===== config.mk =====
export PLATFORM = sky130hd
export DESIGN_NAME = ordered_value_list_core
export DESIGN_NICKNAME = d
export VERILOG_FILES = /design/src/hdl/ovl_pkg.sv /design/src/hdl/ordered_value_list_core.sv /design/src/hdl/ovl_ctrl.sv /design/src/hdl/ovl_datapath.sv
export SDC_FILE = /design/constraint.sdc
export NUM_CORES = 2
export LEC_CHECK = 0
export ABC_AREA = 0
export CORE_AREA = 3 3 378 380
export DETAILED_ROUTE_END_ITERATION = 8
export DIE_AREA = 0 0 381 383
export DONT_BUFFER_PORTS = 1
export SYNTH_ARGS = -nofsm -noshare
export SYNTH_HDL_FRONTEND = slang
export SYNTH_HIERARCHICAL = 1
export SYNTH_SLANG_ARGS = --single-unit
export TNS_END_PERCENT = 100

===== constraint.sdc =====
create_clock -name clk -period 13.9 [get_ports clk]
set_input_delay 0.695 -clock clk [delete_from_list [all_inputs] [get_ports clk]]
set_output_delay 0.695 -clock clk [all_outputs]
set_load 0.01 [all_outputs]

===== src/hdl/ovl_pkg.sv =====
// shared types, constants and helpers for the ordered value list core
// no dependencies; imported by every module of the block

package ovl_pkg;

    // list geometry
    localparam int CAPACITY   = 16;
    localparam int VALUE_BITS = 32;
    localparam int CNT_W      = $clog2(CAPACITY + 1);
    localparam int IDX_W      = $clog2(CAPACITY);
    localparam int POS_W      = 5;
    localparam int CMP_W      = ((CNT_W > POS_W) ? CNT_W : POS_W) + 1;

    // operation codes
    localparam logic [3:0] OP_PUSH_BACK  = 4'd0;
    localparam logic [3:0] OP_PUSH_FRONT = 4'd1;
    localparam logic [3:0] OP_INSERT_AT  = 4'd2;
    localparam logic [3:0] OP_POP_BACK   = 4'd3;
    localparam logic [3:0] OP_POP_FRONT  = 4'd4;
    localparam logic [3:0] OP_REMOVE_AT  = 4'd5;
    localparam logic [3:0] OP_CONTAINS   = 4'd6;
    localparam logic [3:0] OP_GET_AT     = 4'd7;
    localparam logic [3:0] OP_INDEX_OF   = 4'd8;
    localparam logic [3:0] OP_LENGTH     = 4'd9;

    // status codes
    localparam logic [2:0] ST_OK       = 3'd0;
    localparam logic [2:0] ST_EMPTY    = 3'd1;
    localparam logic [2:0] ST_RANGE    = 3'd2;
    localparam logic [2:0] ST_FULL     = 3'd3;
    localparam logic [2:0] ST_NOTFOUND = 3'd4;

    localparam logic signed [31:0] FAIL_VALUE = -32'sd1;

    // one request item
    typedef struct packed {
        logic [3:0]         op;
        logic signed [31:0] value;
        logic [POS_W-1:0]   position;
    } ovl_in_t;

    // one result item
    typedef struct packed {
        logic signed [31:0] result_value;
        logic               found;
        logic [2:0]         status;
        logic [4:0]         count_after;
    } ovl_out_t;

    typedef logic [VALUE_BITS-1:0] slot_t;

    // controller states
    typedef enum logic [1:0] {
        S_IDLE,
        S_EXEC,
        S_FIND
    } ovl_state_t;

    // controller to datapath
    typedef struct packed {
        logic load;
        logic exec;
        logic find;
    } ovl_cmd_t;

    // datapath to controller
    typedef struct packed {
        logic search_op;
    } ovl_stat_t;

    // input value to stored width (sign-extend or truncate)
    function automatic slot_t to_slot(input logic signed [31:0] v);
        logic signed [VALUE_BITS-1:0] s;
        s = VALUE_BITS'(v);
        return slot_t'(s);
    endfunction

    // stored value back to the 32-bit result field
    function automatic logic signed [31:0] to_result(input slot_t v);
        logic signed [VALUE_BITS-1:0] s;
        s = signed'(v);
        return 32'(s);
    endfunction

endpackage


===== src/hdl/ordered_value_list_core.sv =====
// ordered value list core: after start is taken an execute step registers the
// result; contains and index of on a non-empty list register the compares and
// add a first-match step; busy is high until the result is registered;
// the strobe cycle overlaps the next start, and the receiver cannot stall
// reset clears the count and the strobe; slot contents are not reset
// depends on ovl_pkg, ovl_ctrl and ovl_datapath

module ordered_value_list_core (
    input  logic              clk,
    input  logic              rst_n,
    input  logic              start,
    output logic              busy,
    input  ovl_pkg::ovl_in_t  request,
    output ovl_pkg::ovl_out_t response,
    output logic              done
);
    import ovl_pkg::*;

    ovl_cmd_t  cmd;
    ovl_stat_t stat;

    // sequencer
    ovl_ctrl u_ctrl (
        .clk   (clk),
        .rst_n (rst_n),
        .start (start),
        .stat  (stat),
        .cmd   (cmd),
        .busy  (busy)
    );

    // list storage and operations
    ovl_datapath u_datapath (
        .clk      (clk),
        .rst_n    (rst_n),
        .cmd      (cmd),
        .request  (request),
        .stat     (stat),
        .response (response),
        .done     (done)
    );

    // every result follows a busy cycle
    assert property (@(posedge clk) disable iff (!rst_n)
        done |-> $past(busy))
        else $error("result without a pending item");

    // a failed item answers the fail value and no found flag
    assert property (@(posedge clk) disable iff (!rst_n)
        (done && (response.status != ST_OK)) |->
        ((response.result_value == FAIL_VALUE) && !response.found))
        else $error("failed item with wrong result value");

    // reported count never exceeds capacity
    assert property (@(posedge clk) disable iff (!rst_n)
        done |-> (response.count_after <= 5'(CAPACITY)))
        else $error("reported count beyond capacity");

endmodule


===== src/hdl/ovl_ctrl.sv =====
// controller state machine for the ordered value list core
// depends on ovl_pkg for the state enum and command/status structs

module ovl_ctrl (
    input  logic              clk,
    input  logic              rst_n,
    input  logic              start,
    input  ovl_pkg::ovl_stat_t stat,
    output ovl_pkg::ovl_cmd_t  cmd,
    output logic              busy
);
    import ovl_pkg::*;

    ovl_state_t state_reg;
    ovl_state_t state_next;

    // state register
    always_ff @(posedge clk or negedge rst_n)
    begin
        if (!rst_n)
        begin
            state_reg <= S_IDLE;
        end
        else
        begin
            state_reg <= state_next;
        end
    end

    // next state
    always_comb
    begin
        state_next = state_reg;
        unique case (state_reg)
            S_IDLE:
            begin
                if (start)
                begin
                    state_next = S_EXEC;
                end
            end
            S_EXEC:
            begin
                state_next = stat.search_op ? S_FIND : S_IDLE;
            end
            S_FIND:
            begin
                state_next = S_IDLE;
            end
            default:
            begin
                state_next = S_IDLE;
            end
        endcase
    end

    // outputs
    always_comb
    begin
        cmd  = '0;
        busy = 1'b1;
        unique case (state_reg)
            S_IDLE:
            begin
                busy     = 1'b0;
                cmd.load = start;
            end
            S_EXEC:
            begin
                cmd.exec = 1'b1;
            end
            S_FIND:
            begin
                cmd.find = 1'b1;
            end
            default:
            begin
                busy = 1'b1;
            end
        endcase
    end

    // a search only follows an execute step
    assert property (@(posedge clk) disable iff (!rst_n)
        (state_reg == S_FIND) |-> $past(state_reg == S_EXEC))
        else $error("find step without execute step");

    // an accepted item always moves into execute
    assert property (@(posedge clk) disable iff (!rst_n)
        cmd.load |=> (state_reg == S_EXEC))
        else $error("accepted item did not start execution");

    // the controller is never idle in the cycle after execute unless no search
    assert property (@(posedge clk) disable iff (!rst_n)
        (cmd.exec && stat.search_op) |=> cmd.find)
        else $error("search op skipped the find step");

endmodule


===== src/hdl/ovl_datapath.sv =====
// slot cell chain, count register, decode, search and result register
// depends on ovl_pkg for geometry, codes, structs and value conversions

module ovl_datapath (
    input  logic               clk,
    input  logic               rst_n,
    input  ovl_pkg::ovl_cmd_t  cmd,
    input  ovl_pkg::ovl_in_t   request,
    output ovl_pkg::ovl_stat_t stat,
    output ovl_pkg::ovl_out_t  response,
    output logic               done
);
    import ovl_pkg::*;

    ovl_in_t              req_reg;
    slot_t                slots_reg [CAPACITY];
    slot_t                slots_next [CAPACITY];
    logic [CNT_W-1:0]     count_reg;
    logic [CNT_W-1:0]     count_next;
    logic [CAPACITY-1:0]  match_reg;
    logic [CAPACITY-1:0]  match_next;
    ovl_out_t             resp_reg;
    logic                 done_reg;

    slot_t                val_slot;
    slot_t                rd_data;
    logic [CNT_W-1:0]     rd_sel;
    logic [CNT_W-1:0]     put_idx;
    logic [CNT_W-1:0]     pos_idx;
    logic [CMP_W-1:0]     pos_w;
    logic [CMP_W-1:0]     cnt_w;
    logic                 full;
    logic                 empty;
    logic                 ins_ok;
    logic                 rd_ok;
    logic                 do_put;
    logic                 do_take;
    ovl_out_t             exec_resp;
    ovl_out_t             find_resp;
    logic [IDX_W-1:0]     first_idx;

    // request latch
    always_ff @(posedge clk)
    begin
        if (cmd.load)
        begin
            req_reg <= request;
        end
    end

    // common decode terms
    assign val_slot = to_slot(req_reg.value);
    assign full     = count_reg >= CNT_W'(CAPACITY);
    assign empty    = count_reg == '0;
    assign pos_w    = CMP_W'(req_reg.position);
    assign cnt_w    = CMP_W'(count_reg);
    assign ins_ok   = (pos_w != '0) && (pos_w <= cnt_w + CMP_W'(1));
    assign rd_ok    = (pos_w != '0) && (pos_w <= cnt_w);
    assign pos_idx  = CNT_W'(pos_w - CMP_W'(1));

    assign stat.search_op = ((req_reg.op == OP_CONTAINS) || (req_reg.op == OP_INDEX_OF))
                            && !empty;

    // single read port into the chain
    always_comb
    begin
        if (req_reg.op == OP_POP_BACK)
        begin
            rd_sel = count_reg - CNT_W'(1);
        end
        else if (req_reg.op == OP_POP_FRONT)
        begin
            rd_sel = '0;
        end
        else
        begin
            rd_sel = pos_idx;
        end
    end

    assign rd_data = slots_reg[rd_sel[IDX_W-1:0]];

    // op decode, count update and result for non-search ops
    always_comb
    begin
        do_put                 = 1'b0;
        do_take                = 1'b0;
        put_idx                = count_reg;
        exec_resp.result_value = FAIL_VALUE;
        exec_resp.found        = 1'b0;
        exec_resp.status       = ST_RANGE;
        unique case (req_reg.op) inside
            OP_PUSH_BACK, OP_PUSH_FRONT, OP_INSERT_AT:
            begin
                if (full)
                begin
                    exec_resp.status = ST_FULL;
                end
                else if ((req_reg.op == OP_INSERT_AT) && !ins_ok)
                begin
                    exec_resp.status = ST_RANGE;
                end
                else
                begin
                    do_put = 1'b1;
                    if (req_reg.op == OP_PUSH_FRONT)
                    begin
                        put_idx = '0;
                    end
                    else if (req_reg.op == OP_INSERT_AT)
                    begin
                        put_idx = pos_idx;
                    end
                    exec_resp.result_value = to_result(val_slot);
                    exec_resp.status       = ST_OK;
                end
            end
            OP_POP_BACK, OP_POP_FRONT:
            begin
                if (empty)
                begin
                    exec_resp.status = ST_EMPTY;
                end
                else
                begin
                    do_take                = 1'b1;
                    exec_resp.result_value = to_result(rd_data);
                    exec_resp.status       = ST_OK;
                end
            end
            OP_REMOVE_AT, OP_GET_AT:
            begin
                if (empty)
                begin
                    exec_resp.status = ST_EMPTY;
                end
                else if (!rd_ok)
                begin
                    exec_resp.status = ST_RANGE;
                end
                else
                begin
                    do_take                = (req_reg.op == OP_REMOVE_AT);
                    exec_resp.result_value = to_result(rd_data);
                    exec_resp.status       = ST_OK;
                end
            end
            OP_CONTAINS, OP_INDEX_OF:
            begin
                // only the empty case finishes here
                exec_resp.status = ST_EMPTY;
            end
            OP_LENGTH:
            begin
                exec_resp.result_value = 32'(count_reg);
                exec_resp.status       = ST_OK;
            end
            default:
            begin
                exec_resp.status = ST_RANGE;
            end
        endcase

        // count update
        count_next = count_reg;
        if (do_put)
        begin
            count_next = count_reg + CNT_W'(1);
        end
        else if (do_take)
        begin
            count_next = count_reg - CNT_W'(1);
        end
        exec_resp.count_after = 5'(count_next);
    end

    // each cell picks itself, its neighbor below or above, or the new value
    always_comb
    begin
        for (int i = 0; i < CAPACITY; i++)
        begin
            slots_next[i] = slots_reg[i];
            if (do_put)
            begin
                if (CNT_W'(i) == put_idx)
                begin
                    slots_next[i] = val_slot;
                end
                else if (CNT_W'(i) > put_idx)
                begin
                    slots_next[i] = slots_reg[(i == 0) ? 0 : i - 1];
                end
            end
            else if (do_take)
            begin
                if ((CNT_W'(i) >= rd_sel) && (i < CAPACITY - 1))
                begin
                    slots_next[i] = slots_reg[(i == CAPACITY - 1) ? i : i + 1];
                end
            end
        end
    end

    // per-cell compare against the search value
    always_comb
    begin
        for (int i = 0; i < CAPACITY; i++)
        begin
            match_next[i] = (slots_reg[i] == val_slot) && (CNT_W'(i) < count_reg);
        end
    end

    // first match, lowest cell wins
    always_comb
    begin
        first_idx = '0;
        for (int i = CAPACITY - 1; i >= 0; i--)
        begin
            if (match_reg[i])
            begin
                first_idx = IDX_W'(i);
            end
        end
    end

    // search result
    always_comb
    begin
        find_resp.count_after = 5'(count_reg);
        if (|match_reg)
        begin
            find_resp.found  = 1'b1;
            find_resp.status = ST_OK;
            if (req_reg.op == OP_CONTAINS)
            begin
                find_resp.result_value = 32'sd1;
            end
            else
            begin
                find_resp.result_value = signed'(32'(first_idx) + 32'd1);
            end
        end
        else
        begin
            find_resp.found        = 1'b0;
            find_resp.status       = ST_NOTFOUND;
            find_resp.result_value = FAIL_VALUE;
        end
    end

    // cell chain and match vector
    always_ff @(posedge clk)
    begin
        if (cmd.exec)
        begin
            for (int i = 0; i < CAPACITY; i++)
            begin
                slots_reg[i] <= slots_next[i];
            end
            match_reg <= match_next;
        end
    end

    // count register
    always_ff @(posedge clk or negedge rst_n)
    begin
        if (!rst_n)
        begin
            count_reg <= '0;
        end
        else if (cmd.exec)
        begin
            count_reg <= count_next;
        end
    end

    // result register
    always_ff @(posedge clk)
    begin
        if (cmd.exec && !stat.search_op)
        begin
            resp_reg <= exec_resp;
        end
        else if (cmd.find)
        begin
            resp_reg <= find_resp;
        end
    end

    // result strobe
    always_ff @(posedge clk or negedge rst_n)
    begin
        if (!rst_n)
        begin
            done_reg <= 1'b0;
        end
        else
        begin
            done_reg <= (cmd.exec && !stat.search_op) || cmd.find;
        end
    end

    assign response = resp_reg;
    assign done     = done_reg;

    // count never passes capacity
    assert property (@(posedge clk) disable iff (!rst_n)
        count_reg <= CNT_W'(CAPACITY))
        else $error("count beyond capacity");

    // count moves by at most one per item and only on execute
    assert property (@(posedge clk) disable iff (!rst_n)
        !$past(cmd.exec) |-> $stable(count_reg))
        else $error("count changed outside execute");

    // a search op leaves the list untouched
    assert property (@(posedge clk) disable iff (!rst_n)
        (cmd.exec && stat.search_op) |=> $stable(count_reg))
        else $error("search op changed the count");

endmodule

# After elaboration in Yosys (flattened, before gate mapping)
# Memory sizes are Yosys's and may differ from the RTL's.
# Cells that the tools add are included.
# W data, S select, Z words.
# word_totals
mem_count,1
rom_bits,0
inputBits,44
register_bits,106
ram_bits,512
latchBits,0
output_inout_bits,43
wordCells,280
# classes
reduce_logical,37
div,0
n_addsub,5
bitwise_logic,0
magnitude_cmp,49
n_eq_ne,43
n_mux,134
shifts,0
n_mul,0
# memory_table
name,depth,word_bits,rd,rd_clocked_by_memory_dff,write_ports,line,source
u_datapath.slots_reg,16,32,17,0,16,ovl_datapath.sv:16,slot_t slots_reg [CAPACITY];
# op_table
cell,count
$mux W32,83
$eq A32 B32 Y1,16
$pmux W32 S4,1
$mux W41,2
$mux W4,16
$mux W5,9
$eq A4 B5 Y1 const A,8
$gt A4 B5 Y1 const A,8
$lt A4 B5 Y1 const A,8
$mux W36,1
$ge A4 B5 Y1 const A,7
$logic_and A1 B1 Y1,21
$eq A3 B5 Y1 const A,4
$ge A3 B5 Y1 const A,4
$gt A3 B5 Y1 const A,4
$lt A3 B5 Y1 const A,4
$eq A4 B3 Y1 const B,4
$reduce_or A16 Y1,1
$pmux W3 S5,1
$mux W1,13
$eq A2 B5 Y1 const A,2
$ge A1 B5 Y1 const A,2
$ge A2 B5 Y1 const A,2
$gt A2 B5 Y1 const A,2
other kinds (30),45

# Depth between registers and ports, before layout
# logic_depth
word_depth,21
mapped_depth,17
depth_no_buf,12

# Modules after synthesis
# Netlist, hierarchy kept.
# modules_own_cells
module,area_per_inst_um2,n_inst,cells_per_inst
ovl_datapath,41708.8,1,4442
ovl_ctrl,92.6,1,8

# Worst setup path after synthesis
# Ideal clock, no wire load.
# synth_timing
path_kind,register to register
startpoint,register u_datapath/count_reg[1] (netlist name)
endpoint,memory u_datapath/slots_reg[5][0] in the netlist's numbering (enable)
n_path_buf,1
synth_period_minus_slack_ps,6326
required_ps,13420
setup_ps,480
path_stages_with_launch,13
arrival_time_ps,5846
setup_slack_ps,7574
path_cell_list,dfrtp_1 > clkbuf_1 > clkinv_1 > nor3_1 > xnor2_1 > ha_1 > a21o_1 > a21oi_1 > a211oi_2 > or3_4 > a211oi_4 > o21ai_1 > a311oi_1
# synth_lines
element,line
"end, declared",ovl_datapath.sv:16

==> impl_metrics.env <==
export IMPL_finish_utilization=0.330
export IMPL_report_final_setup_viol=0
export IMPL_syn_area_um2=41800
export IMPL_clock_sinks=618
export IMPL_cp_max_fo=97
export IMPL_grt_max_degree=205
export IMPL_routed_via_density=6.16
export IMPL_async_flop_share=0.0129
export IMPL_fin_crit_sh=0.487
export IMPL_clockPowerShare=0.322
export IMPL_clockBufferDepth=3
export IMPL_final_hold_viol_count=0
export IMPL_dieArea_um2=146000
export IMPL_critical_path_slowest_cell="buf_4"
export IMPL_path_clk_slew_ns=0.06
export IMPL_multi_input_area_um2=21700
export IMPL_grt_pass1_wl_mm=261
export IMPL_p_seq_frac=0.366
export IMPL_slew_limit_headroom=0.0579
export IMPL_first_iter_violations=6988
export IMPL_cp_num_buf_inv=3
export IMPL_num_nets_final=4299
export IMPL_start_util=0.300
export IMPL_ys_seq_area_frac=0.443
export IMPL_hold_path_class="primary input to flip-flop"
export IMPL_cts_buffers=78
export IMPL_netlist_area_leader_share=0.437
export IMPL_crit_family="buffers and inverters"
export IMPL_dieHeight_um=383
export IMPL_synth_most_common_cell="nand2_1"
export IMPL_global_route_usage_total=0.243
export IMPL_maxCapViolCount=0
export IMPL_pre_cts_slack_ns=7.51
export IMPL_internal_power_mw=3.98
export IMPL_synth_common_cells="874 x nand2_1, 609 x edfxtp_1, 438 x a21oi_1"
export IMPL_start_kind="flip-flop"
export IMPL_power_frac_comb=0.313
export IMPL_drc=0
export IMPL_synth_seq_cells=618
export IMPL_synth_top_flop_cell="edfxtp_1"
export IMPL_slew_violations=0
export IMPL_cp_common_cell="buf_4"
export IMPL_stdcell_count=6180
export IMPL_yosys_warnings=6
export IMPL_p_sw_mw=2.53
export IMPL_dr_total_vias=38100
export IMPL_synth_area_leaders="edfxtp_1 44%, nand2_1 7.8%, xor2_1 6.9%"
export IMPL_synth_net_count=4509
export IMPL_postCtsHoldBufs=1
export IMPL_setup_ws_ns=7.14
export IMPL_drive_gt1_frac=0.113
export IMPL_path_cells="clkinv_1, nor3_1, xnor2_1, ha_1, and3_1, o21ai_0, a21o_2, a21o_1, nand2_4, buf_4, buf_4, a21oi_1, a21oi_2"
export IMPL_worstMarginPinSlew_ns=1.41
export IMPL_dp_cells=6035
export IMPL_area_growth_pct=10.1
export IMPL_first_pass_iters=8
export IMPL_slowest_delay_ns=1.03
export IMPL_routed_wirelength_mm=186
export IMPL_synth_cell_types=99
export IMPL_seqCellArea_um2=18500
export IMPL_syn_inst=4450
export IMPL_p_per_area_nw_per_um2=141
export IMPL_p_sw_frac=0.389
export IMPL_antenna_found_initial=12
export IMPL_rsz0062_at_grt="false"
export IMPL_fmax_mhz=148
export IMPL_cts_setup_buffers=0
export IMPL_cts_tree="built"
export IMPL_cp_end_kind="flip-flop"
export IMPL_dp_hpwl_mm=125
export IMPL_yosysTopAreaCell="edfxtp_1"
export IMPL_p_leak_nw=16.6
export IMPL_coreArea_um2=140000
export IMPL_r2r_slack_ns=7.14
export IMPL_status="finished, final reports clean"
export IMPL_clk_latency_ns=0.69
export IMPL_chipWidth_um=381
export IMPL_postRouteAntennaNets=0
export IMPL_grt_pass1_vias=34700
export IMPL_ir_drop_mv=0.103
export IMPL_routedWlPerCell_um=30.0
export IMPL_synth_edf_count=609
export IMPL_avgSynthCellArea_um2=9.39
export IMPL_period_needed_ns=6.76
export IMPL_cts_resized=0
export IMPL_overflow=0
export IMPL_htree_levels=3
export IMPL_finClkSkew_ns=0.0388
export IMPL_worstPathArrival_ns=7.29
export IMPL_root_buffer="clkbuf_16"
export IMPL_io_buffer_count=0
export IMPL_gp_congestion=1.01
export IMPL_row_count=137
export IMPL_io_pins=87
export IMPL_finalSetupTns_ns=0
export IMPL_place_area_um2=43500
export IMPL_crit_required_ns=14.42
export IMPL_largest_reg_flops=512
export IMPL_fill_cells=14300
export IMPL_postLayoutCellArea_um2=46000
export IMPL_worstSetupPathType="flip-flop to flip-flop"
-- final cells by class --
| class | instances | area share |
|---|---|---|
| Tap cell | 1876 | 0.0510 |
| Multi-Input combinational cell | 3412 | 0.472 |
| Sequential cell | 618 | 0.402 |
| Timing Repair Buffer | 107 | 0.0181 |
| Clock buffer | 104 | 0.0459 |
| Clock inverter | 35 | 0.00905 |
| Antenna cell | 5 | 0.000272 |
| Inverter | 23 | 0.00188 |
-- through the flow --
stage	hold WS, ns	total power, mW
after floorplan	0.399	3.62
after global placement	0.400	4.32
after detailed placement	0.400	4.34
after CTS	0.0830	6.42
after global routing	0.0876	6.67
final	0.0973	6.50
-- power groups by stage --
stage          combinational, mW  clock (mW)  sequential, mW
5_1_grt                     2.10        2.18            2.38
2_1_floorplan               1.28           0            2.34
4_1_cts                     1.94        2.11            2.37
3_5_place_dp                1.93           0            2.41
3_3_place_gp                1.92           0            2.40
6_report                    2.04        2.09            2.38
-- layout by cell type (no fill, tap or decap), types with 80 or more instances in the layout --
| cell type | count |
|---|---|
| nor4_1 | 94 |
| nand3_1 | 299 |
| a21oi_2 | 113 |
| clkbuf_16 | 80 |
| edfxtp_1 | 609 |
| buf_4 | 104 |
| xor2_1 | 328 |
| o211ai_1 | 166 |
| nor2_1 | 294 |
| a21oi_1 | 433 |
| nand2_1 | 872 |
| xnor2_1 | 193 |
-- worst paths after layout --
kind,from,endpoint,cells after the start
max,u_datapath/count_reg[1]$_DFFE_PN0P_,u_datapath/slots_reg[2][24]$_DFFE_PP_,13
min,request[20],u_datapath/val_slot[15]$_DFFE_PP_,0
max reg2reg,u_datapath/count_reg[1]$_DFFE_PN0P_,u_datapath/slots_reg[2][24]$_DFFE_PP_,13
min reg2reg,u_ctrl/state_reg[0]$_DFFE_PN0P_,u_ctrl/state_reg[0]$_DFFE_PN0P_,1
max in group asynchronous,rst_n,u_datapath/count_reg[2]$_DFFE_PN0P_,1
min in group asynchronous,rst_n,u_datapath/count_reg[0]$_DFFE_PN0P_,1
-- layer usage --
| layer | routed length, um | part of all wire | global-route usage | vias up |
|---|---|---|---|---|
| met4 | 11200 | 0.060 | 0.117 | 18 |
| met1 | 69800 | 0.38 | 0.322 | 18800 |
| met3 | 27600 | 0.15 | 0.0886 | 535 |
| li1 | - | - | - | 15700 |
| met2 | 76900 | 0.41 | 0.349 | 3074 |
| met5 | 207 | 0.0011 | 0.00463 | - |
-- kinds of logic (layout without fill, tap and decap cells) --
| kind of cell | after synthesis | in the layout | share of synthesized area |
|---|---|---|---|
| buffers and inverters | 420 | 269 | 0.0452 |
| adder cells (fa/ha/maj) | 15 | 15 | 0.00449 |
| other | 0 | 5 | 0 |
| AND/OR/NAND/NOR | 1730 | 1730 | 0.185 |
| XOR/XNOR | 522 | 522 | 0.110 |
| flip-flops | 618 | 618 | 0.443 |
| multiplexers | 164 | 164 | 0.0594 |
| AO/OA/AOI/OAI | 981 | 981 | 0.153 |
No activity file was read; power rests on OpenSTA's default activity.
